File: config.mk
export PLATFORM = sky130hd
export DESIGN_NAME = websocket_frame_deframer_unit
export DESIGN_NICKNAME = d
export VERILOG_FILES = /design/src/rtl/wsfd_pkg.sv /design/src/rtl/wsfd_parser.sv /design/src/rtl/websocket_frame_deframer_unit.sv
export SDC_FILE = /design/constraint.sdc
export NUM_CORES = 1
export LEC_CHECK = 0
export BUFFER_PORTS_ARGS = -buffer_cell sky130_fd_sc_hd__buf_4
export CORE_ASPECT_RATIO = 1.4
export CORE_MARGIN = 5
export CORE_UTILIZATION = 35
export CTS_CLUSTER_DIAMETER = 30
export CTS_CLUSTER_SIZE = 20
export DETAILED_ROUTE_END_ITERATION = 6
export HOLD_SLACK_MARGIN = 0.15
export SYNTH_ARGS = -nofsm -noshare
export SYNTH_HDL_FRONTEND = slang
export SYNTH_HIERARCHICAL = 1
export SYNTH_SLANG_ARGS = --single-unit
export TNS_END_PERCENT = 100
File: constraint.sdc
create_clock -name clk -period 8.7 [get_ports clk]
set_input_delay 0.435 -clock clk [delete_from_list [all_inputs] [get_ports clk]]
set_output_delay 0.435 -clock clk [all_outputs]
set_load 0.005 [all_outputs]
File: src/rtl/wsfd_pkg.sv
package wsfd_pkg;

  // payload length counter width
  localparam int LEN_W  = 17;
  // max_payload register width
  localparam int MAXP_W = 17;

  localparam logic [MAXP_W-1:0] MAXP_RESET = MAXP_W'(64 * 1024);
  localparam logic [LEN_W-1:0]  CTRL_MAX_LEN = LEN_W'(125);

  localparam logic [6:0] LEN7_EXT16 = 7'd126;
  localparam logic [6:0] LEN7_EXT64 = 7'd127;

  localparam logic [3:0] OP_CLOSE = 4'h8;
  localparam logic [3:0] OP_PING  = 4'h9;
  localparam logic [3:0] OP_PONG  = 4'hA;

  localparam logic [2:0] VERD_NONE       = 3'd0;
  localparam logic [2:0] VERD_PONG_IGN   = 3'd1;
  localparam logic [2:0] VERD_PONG_ECHO  = 3'd2;
  localparam logic [2:0] VERD_CLOSE_ECHO = 3'd3;
  localparam logic [2:0] VERD_CLOSE_1008 = 3'd4;
  localparam logic [2:0] VERD_PROTO      = 3'd5;

  typedef struct packed {
    logic [7:0] in_byte;
    logic       conn_start;
  } item_t;

  typedef struct packed {
    logic [7:0] data_byte;
    logic       data_valid;
    logic [3:0] frame_opcode;
    logic       frame_last;
    logic [2:0] verdict;
  } result_t;

endpackage

File: src/rtl/wsfd_parser.sv
// Frame parser: header/length/mask state and payload unmasking, one byte per request.
module wsfd_parser import wsfd_pkg::*; (
  input  logic              clk,
  input  logic              rst,
  input  logic              cfg_we,
  input  logic [MAXP_W-1:0] cfg_wdata,
  input  logic              accept,
  input  item_t             item,
  output logic              res_valid,
  output result_t           res
);

  typedef enum logic [2:0] {
    PH_HDR0 = 3'd0,
    PH_HDR1 = 3'd1,
    PH_EXT  = 3'd2,
    PH_MASK = 3'd3,
    PH_DATA = 3'd4
  } phase_t;

  logic [MAXP_W-1:0] max_payload;
  phase_t            phase, phase_next;
  logic [3:0]        frame_op, frame_op_next;
  logic              fin_flag, fin_flag_next;
  logic              reserved_seen, reserved_seen_next;
  logic              mask_flag, mask_flag_next;
  logic [3:0]        ext_bytes_left, ext_bytes_left_next;
  logic              length_over, length_over_next;
  logic [LEN_W-1:0]  bytes_left, bytes_left_next;
  logic [31:0]       mask_key, mask_key_next;
  logic [1:0]        key_index, key_index_next;
  logic              dead, dead_next;

  // state as seen after an optional connection-start clear
  phase_t            ph_c;
  logic [3:0]        op_c, ext_c;
  logic              fin_c, rsv_c, msk_c, over_c, dead_c;
  logic [LEN_W-1:0]  bl_c;
  logic [31:0]       key_c;
  logic [1:0]        ki_c;

  logic [7:0]        b;
  logic [LEN_W+7:0]  ext_wide;
  logic [LEN_W-1:0]  len_chk;
  logic              over_chk;
  logic              bad;
  logic [2:0]        fv;
  logic [7:0]        kbyte;

  assign b = item.in_byte;

  always_comb begin
    if (item.conn_start) begin
      ph_c   = PH_HDR0;
      op_c   = '0;
      fin_c  = 1'b0;
      rsv_c  = 1'b0;
      msk_c  = 1'b0;
      ext_c  = '0;
      over_c = 1'b0;
      bl_c   = '0;
      key_c  = '0;
      ki_c   = '0;
      dead_c = 1'b0;
    end else begin
      ph_c   = phase;
      op_c   = frame_op;
      fin_c  = fin_flag;
      rsv_c  = reserved_seen;
      msk_c  = mask_flag;
      ext_c  = ext_bytes_left;
      over_c = length_over;
      bl_c   = bytes_left;
      key_c  = mask_key;
      ki_c   = key_index;
      dead_c = dead;
    end
  end

  // verdict for a frame that completes normally
  always_comb begin
    case (op_c)
      OP_CLOSE: fv = VERD_CLOSE_ECHO;
      OP_PING:  fv = VERD_PONG_ECHO;
      OP_PONG:  fv = VERD_PONG_IGN;
      default:  fv = VERD_CLOSE_1008;
    endcase
  end

  assign ext_wide = {bl_c, b};
  assign kbyte    = 8'(key_c >> {~ki_c, 3'b000});

  always_comb begin
    phase_next          = ph_c;
    frame_op_next       = op_c;
    fin_flag_next       = fin_c;
    reserved_seen_next  = rsv_c;
    mask_flag_next      = msk_c;
    ext_bytes_left_next = ext_c;
    length_over_next    = over_c;
    bytes_left_next     = bl_c;
    mask_key_next       = key_c;
    key_index_next      = ki_c;
    dead_next           = dead_c;
    res_valid           = 1'b0;
    res                 = '{data_byte: 8'h00, data_valid: 1'b0, frame_opcode: op_c,
                            frame_last: 1'b0, verdict: VERD_NONE};
    len_chk             = '0;
    over_chk            = over_c;
    bad                 = 1'b0;

    if (accept && !dead_c) begin
      case (ph_c)
        PH_HDR0: begin
          frame_op_next      = b[3:0];
          fin_flag_next      = b[7];
          reserved_seen_next = (b[6:4] != 3'b000);
          phase_next         = PH_HDR1;
        end
        PH_HDR1: begin
          mask_flag_next   = b[7];
          length_over_next = 1'b0;
          over_chk         = 1'b0;
          if (b[6:0] == LEN7_EXT16) begin
            bytes_left_next     = '0;
            ext_bytes_left_next = 4'd2;
            phase_next          = PH_EXT;
          end else if (b[6:0] == LEN7_EXT64) begin
            bytes_left_next     = '0;
            ext_bytes_left_next = 4'd8;
            phase_next          = PH_EXT;
          end else begin
            len_chk         = LEN_W'(b[6:0]);
            bytes_left_next = len_chk;
            bad = !fin_c || rsv_c || !b[7] || (len_chk > max_payload) ||
                  (op_c[3] && (len_chk > CTRL_MAX_LEN));
            if (bad) begin
              dead_next = 1'b1;
              res_valid = 1'b1;
              res.frame_last = 1'b1;
              res.verdict    = VERD_PROTO;
            end else begin
              phase_next     = PH_MASK;
              key_index_next = '0;
              mask_key_next  = '0;
            end
          end
        end
        PH_EXT: begin
          // bits shifted out of the counter make the length sticky-over
          over_chk            = over_c || (bl_c[LEN_W-1:LEN_W-8] != 8'h00);
          length_over_next    = over_chk;
          len_chk             = ext_wide[LEN_W-1:0];
          bytes_left_next     = len_chk;
          ext_bytes_left_next = ext_c - 4'd1;
          if (ext_bytes_left_next == 4'd0) begin
            bad = !fin_c || rsv_c || !msk_c || over_chk || (len_chk > max_payload) ||
                  (op_c[3] && (len_chk > CTRL_MAX_LEN));
            if (bad) begin
              dead_next = 1'b1;
              res_valid = 1'b1;
              res.frame_last = 1'b1;
              res.verdict    = VERD_PROTO;
            end else begin
              phase_next     = PH_MASK;
              key_index_next = '0;
              mask_key_next  = '0;
            end
          end
        end
        PH_MASK: begin
          mask_key_next  = {key_c[23:0], b};
          key_index_next = ki_c + 2'd1;
          if (key_index_next == 2'd0) begin
            if (bl_c == '0) begin
              // empty payload: verdict only
              res_valid      = 1'b1;
              res.frame_last = 1'b1;
              res.verdict    = fv;
              phase_next     = PH_HDR0;
              if (fv >= VERD_CLOSE_ECHO) dead_next = 1'b1;
            end else begin
              phase_next = PH_DATA;
            end
          end
        end
        PH_DATA: begin
          key_index_next  = ki_c + 2'd1;
          bytes_left_next = bl_c - LEN_W'(1);
          res_valid       = 1'b1;
          res.data_byte   = b ^ kbyte;
          res.data_valid  = 1'b1;
          if (bytes_left_next == '0) begin
            res.frame_last = 1'b1;
            res.verdict    = fv;
            phase_next     = PH_HDR0;
            if (fv >= VERD_CLOSE_ECHO) dead_next = 1'b1;
          end
        end
        default: phase_next = PH_HDR0;
      endcase
    end
  end

  always_ff @(posedge clk) begin
    if (rst) begin
      max_payload    <= MAXP_RESET;
      phase          <= PH_HDR0;
      frame_op       <= '0;
      fin_flag       <= 1'b0;
      reserved_seen  <= 1'b0;
      mask_flag      <= 1'b0;
      ext_bytes_left <= '0;
      length_over    <= 1'b0;
      bytes_left     <= '0;
      mask_key       <= '0;
      key_index      <= '0;
      dead           <= 1'b0;
    end else begin
      if (cfg_we) max_payload <= cfg_wdata;
      if (accept) begin
        phase          <= phase_next;
        frame_op       <= frame_op_next;
        fin_flag       <= fin_flag_next;
        reserved_seen  <= reserved_seen_next;
        mask_flag      <= mask_flag_next;
        ext_bytes_left <= ext_bytes_left_next;
        length_over    <= length_over_next;
        bytes_left     <= bytes_left_next;
        mask_key       <= mask_key_next;
        key_index      <= key_index_next;
        dead           <= dead_next;
      end
    end
  end

endmodule

File: src/rtl/websocket_frame_deframer_unit.sv
// WebSocket client-to-server deframer. One stream byte per request on the item
// channel; the block accepts a new byte every cycle while item_ready is high, and
// each result is registered into the result register or the skid entry. A byte
// gives zero or one result: header, length and mask-key bytes give none, each
// payload byte gives its unmasked value, and the last result of a frame carries
// the verdict (empty frames and protocol errors give one data-less verdict).
// Verdicts close-echo, close-1008 and protocol-error make the block drop all
// bytes until a byte with conn_start set. A two-entry output buffer (result
// register plus skid) lets input flow on after the result side stalls until a
// result fills the skid; sustained rate is one byte per cycle while result_ready
// is high. max_payload is written through cfg_we/cfg_wdata and resets to 65536;
// the user must write it only while the block is idle; the block does not check.
module websocket_frame_deframer_unit import wsfd_pkg::*; (
  input  logic              clk,
  input  logic              rst,
  input  logic              cfg_we,
  input  logic [MAXP_W-1:0] cfg_wdata,
  input  logic              item_valid,
  output logic              item_ready,
  input  item_t             item,
  output logic              result_valid,
  input  logic              result_ready,
  output result_t           result
);

  logic    accept;
  logic    res_valid;
  result_t res;

  // output register plus one skid entry
  logic    out_valid;
  result_t out_data;
  logic    skid_valid;
  result_t skid_data;
  logic    out_fire;

  // input stalls only once the skid entry is occupied
  assign item_ready = !skid_valid;
  assign accept     = item_valid && item_ready;
  assign out_fire   = out_valid && result_ready;

  wsfd_parser u_parser (
    .clk       (clk),
    .rst       (rst),
    .cfg_we    (cfg_we),
    .cfg_wdata (cfg_wdata),
    .accept    (accept),
    .item      (item),
    .res_valid (res_valid),
    .res       (res)
  );

  always_ff @(posedge clk) begin
    if (rst) begin
      out_valid  <= 1'b0;
      skid_valid <= 1'b0;
    end else begin
      if (skid_valid) begin
        // no new request can arrive while the skid is full
        if (out_fire) begin
          out_data   <= skid_data;
          skid_valid <= 1'b0;
        end
      end else if (accept && res_valid) begin
        if (out_valid && !result_ready) begin
          skid_data  <= res;
          skid_valid <= 1'b1;
        end else begin
          out_data  <= res;
          out_valid <= 1'b1;
        end
      end else if (out_fire) begin
        out_valid <= 1'b0;
      end
    end
  end

  assign result_valid = out_valid;
  assign result       = out_data;

endmodule

==> impl_metrics.yaml <==
run_status:
  outcome: "complete, no violations"
synthesis:
  ys_ff_latch: 120
  synth_area_um2: 7050
  synth-edff-count: 34
  synth.distinct_cells: 77
  synth_nets: 810
  syn_area_per_cell_um2: 9.23
  synth_warnings: 6
  seq_area_frac_synth: 0.389
  yosysTopAreaCell: "dfxtp_1"
  synthFlopType: "dfxtp_1"
  synth.most_common_cell: "dfxtp_1"
  synthTopCellsByArea: "dfxtp_1 (24%), edfxtp_1 (14%), a32o_1 (4.5%)"
  synth_top_area_share: 0.244
  synth_common_cells: "dfxtp_1 (86), nor2_1 (76), nand2_1 (60), a21oi_1 (52), clkbuf_1 (45)"
  netlist_instances: 764
  async_flop_share: 0
routing:
  wire_per_inst_um: 18.8
  vias: 6182
  vias_per_cell: 5.90
  drt-pass1-iter-count: 5
  antenna_left: 0
  drtIter0Drc: 446
  drc: 0
  wl_um: 19700
power_and_ir_drop:
  pwr-share-comb: 0.104
  power_switching_share: 0.283
  p_sw_uw: 406
  pwr-share-seq: 0.418
  vdd_drop_max_mv: 0.128
  p_total_uw: 1440
  leakagePower_uw: 0.00309
  p_int_uw: 1030
  p_per_area_nw_per_um2: 177
  clkPwrFrac: 0.479
hold_path:
  hold_path.class: "primary input to register"
die:
  core_area_um2: 19800
  die_w_um: 130
  row_count: 61
  fp.dieArea_um2: 23100
  die_h_um: 178
  initial_core_util: 0.355
  io_pins: 50
critical_path:
  critical-path-top-delay-family: "simple AND/OR/NAND/NOR gates"
  critPathRequiredTime_ns: 8.75
  critPathMaxFanout: 17
  crit_chain: "nor4b_2, buf_4, nand3_1, clkinv_1, nor2_1, a31oi_1, nand3_2, nor4b_4"
  endpoint_kind: "register"
  rrSetupSlack_ns: 4.71
  worst_path_largest_cell_delay_ns: 0.88
  crit_type: "register to register"
  slowest_stage: "nor4b_4"
  worstPathArrival_ns: 4.03
  path_buf_inv: 2
  critPathLaunchType: "register"
placed_design:
  place_inst: 1015
  place.gp.congestion: 0.886
  hpwl_um: 13000
  portBuffers: 49
layout:
  final_cells: 1047
  area_growth_pct: 15.2
  nets: 828
  finish.utilization: 0.409
  antenna_cells: 0
  layout-drive-gt1-share: 0.169
sta:
  worstMarginPinSlew_ns: 1.18
  hold_viol: 0
  fmax_mhz: 251
  rsz0062_at_grt: "no"
  max_slew_margin: 0.212
  slew_viol_final: 0
  setup_viol: 0
  fin_tns_setup_ns: 0
  layout_min_cycle_time_ns: 3.99
  min_period_over_period: 0.458
  final.setup_skew_ns: 0.0117
clocking:
  clk_pin_slew_ns: 0.06
  cts_tree: "yes"
  max-clock-path-buffers: 2
  clock_sinks: 120
  root_buffer: "clkbuf_16"
  ctsHoldBuffers: 0
  ctsResizeCount: 0
  numCtsBuffers: 17
  postCtsSetupRepairBufs: 0
  h-tree-depth: 4
  clk_latency_ns: 0.43
job:
  maxCapViolCount: 0
global_route:
  antenna_found_initial: 0
  grt_pass1_vias: 5919
  grt-ovfl-total: 0
  grt_max_degree: 69
  grt_usage: 0.174
  grt_pass1_wl_um: 31800
placed cells by master (no fill, tap or decap), drive strengths merged, types with 6 or more instances in the layout:
master and instances:
o21ai 29, a221o 31, nand2 60, nor4 8, nor2 76, inv 32, mux2 17, xnor2 7
mux2i 24, buf 59, clkbuf 18, a21oi 53, nor3 19, a32o 32, nand4 6, nand3 22
xor2 13, ha 15, edfxtp 34, dfxtp 86, mux4 8, o211ai 6, and3 37, nor2b 16
tightest hold or removal path, cell delays in order:
cell and delay, ns:
buf_4 0.08, mux2i_1 0.06, nand2_1 0.06
flip-flops by register name, summed over array words and instances, names as in the netlist:
name,count
result,17
result_valid,1
skid_data,17
skid_valid,1
u_parser/bytes_left,17
u_parser/dead,1
u_parser/ext_bytes_left,4
u_parser/fin_flag,1
u_parser/frame_op,4
u_parser/key_index,2
u_parser/length_over,1
u_parser/mask_flag,1
u_parser/mask_key,32
u_parser/max_payload,17
u_parser/phase,3
u_parser/reserved_seen,1
power by group through the flow:
stage,Clock (uW),Combinational [uW],Sequential (uW)
3_5_place_dp,0,147,611
3_3_place_gp,0,146,611
5_1_grt,720,164,601
2_1_floorplan,0,108,602
4_1_cts,697,147,599
6_report,687,149,600
path summary, 6_finish.rpt:
check | from | endpoint | cells after the start
setup / recovery | u_parser/phase[2] | skid_data[6] | 8
hold / removal | cfg_wdata[16] | u_parser/max_payload[16] | 3
setup reg to reg | u_parser/phase[2] | skid_data[6] | 8
hold reg to reg | u_parser/mask_flag | u_parser/mask_flag | 2
per-layer routing:
| layer | GRT usage | up-vias | part of all wire |
|---|---|---|---|
| met4 | 0.0767 | 0 | 0.032 |
| met1 | 0.225 | 2993 | 0.44 |
| met3 | 0.0373 | 46 | 0.050 |
| met2 | 0.276 | 205 | 0.48 |
| met5 | 0 | - | 0 |
| li1 | - | 2938 | - |
cell families (layout without fill, tap and decap cells):
group | Yosys count | in the layout | share of synthesized area
simple gates | 277 | 277 | 0.206
buf+inv | 83 | 114 | 0.0518
compound gates | 198 | 198 | 0.212
flops | 120 | 120 | 0.389
mux | 49 | 49 | 0.0868
xor+xnor | 20 | 20 | 0.0248
fa+ha+maj | 17 | 17 | 0.0295
final cells by class:
cell class	count	area, um^2
multi-input combinational	561	3970
sequential	120	2740
clock buffer	18	450
timing repair buffer	59	443
inverter	23	86.3
clock inverter	14	121
tap	252	315
fill	1988	11700
stage by stage:
stage / worst slack (ns) / instance area [um^2] / hold slack, ns
after floorplan: 4.20 / 7050 / 0.448
after global placement: 4.47 / 7550 / 0.471
after detailed placement: 4.40 / 7550 / 0.475
after CTS: 4.70 / 8130 / 0.219
after global routing: 4.38 / 8130 / 0.246
final: 4.71 / 8130 / 0.231
Power figures use the tool's default switching activity.
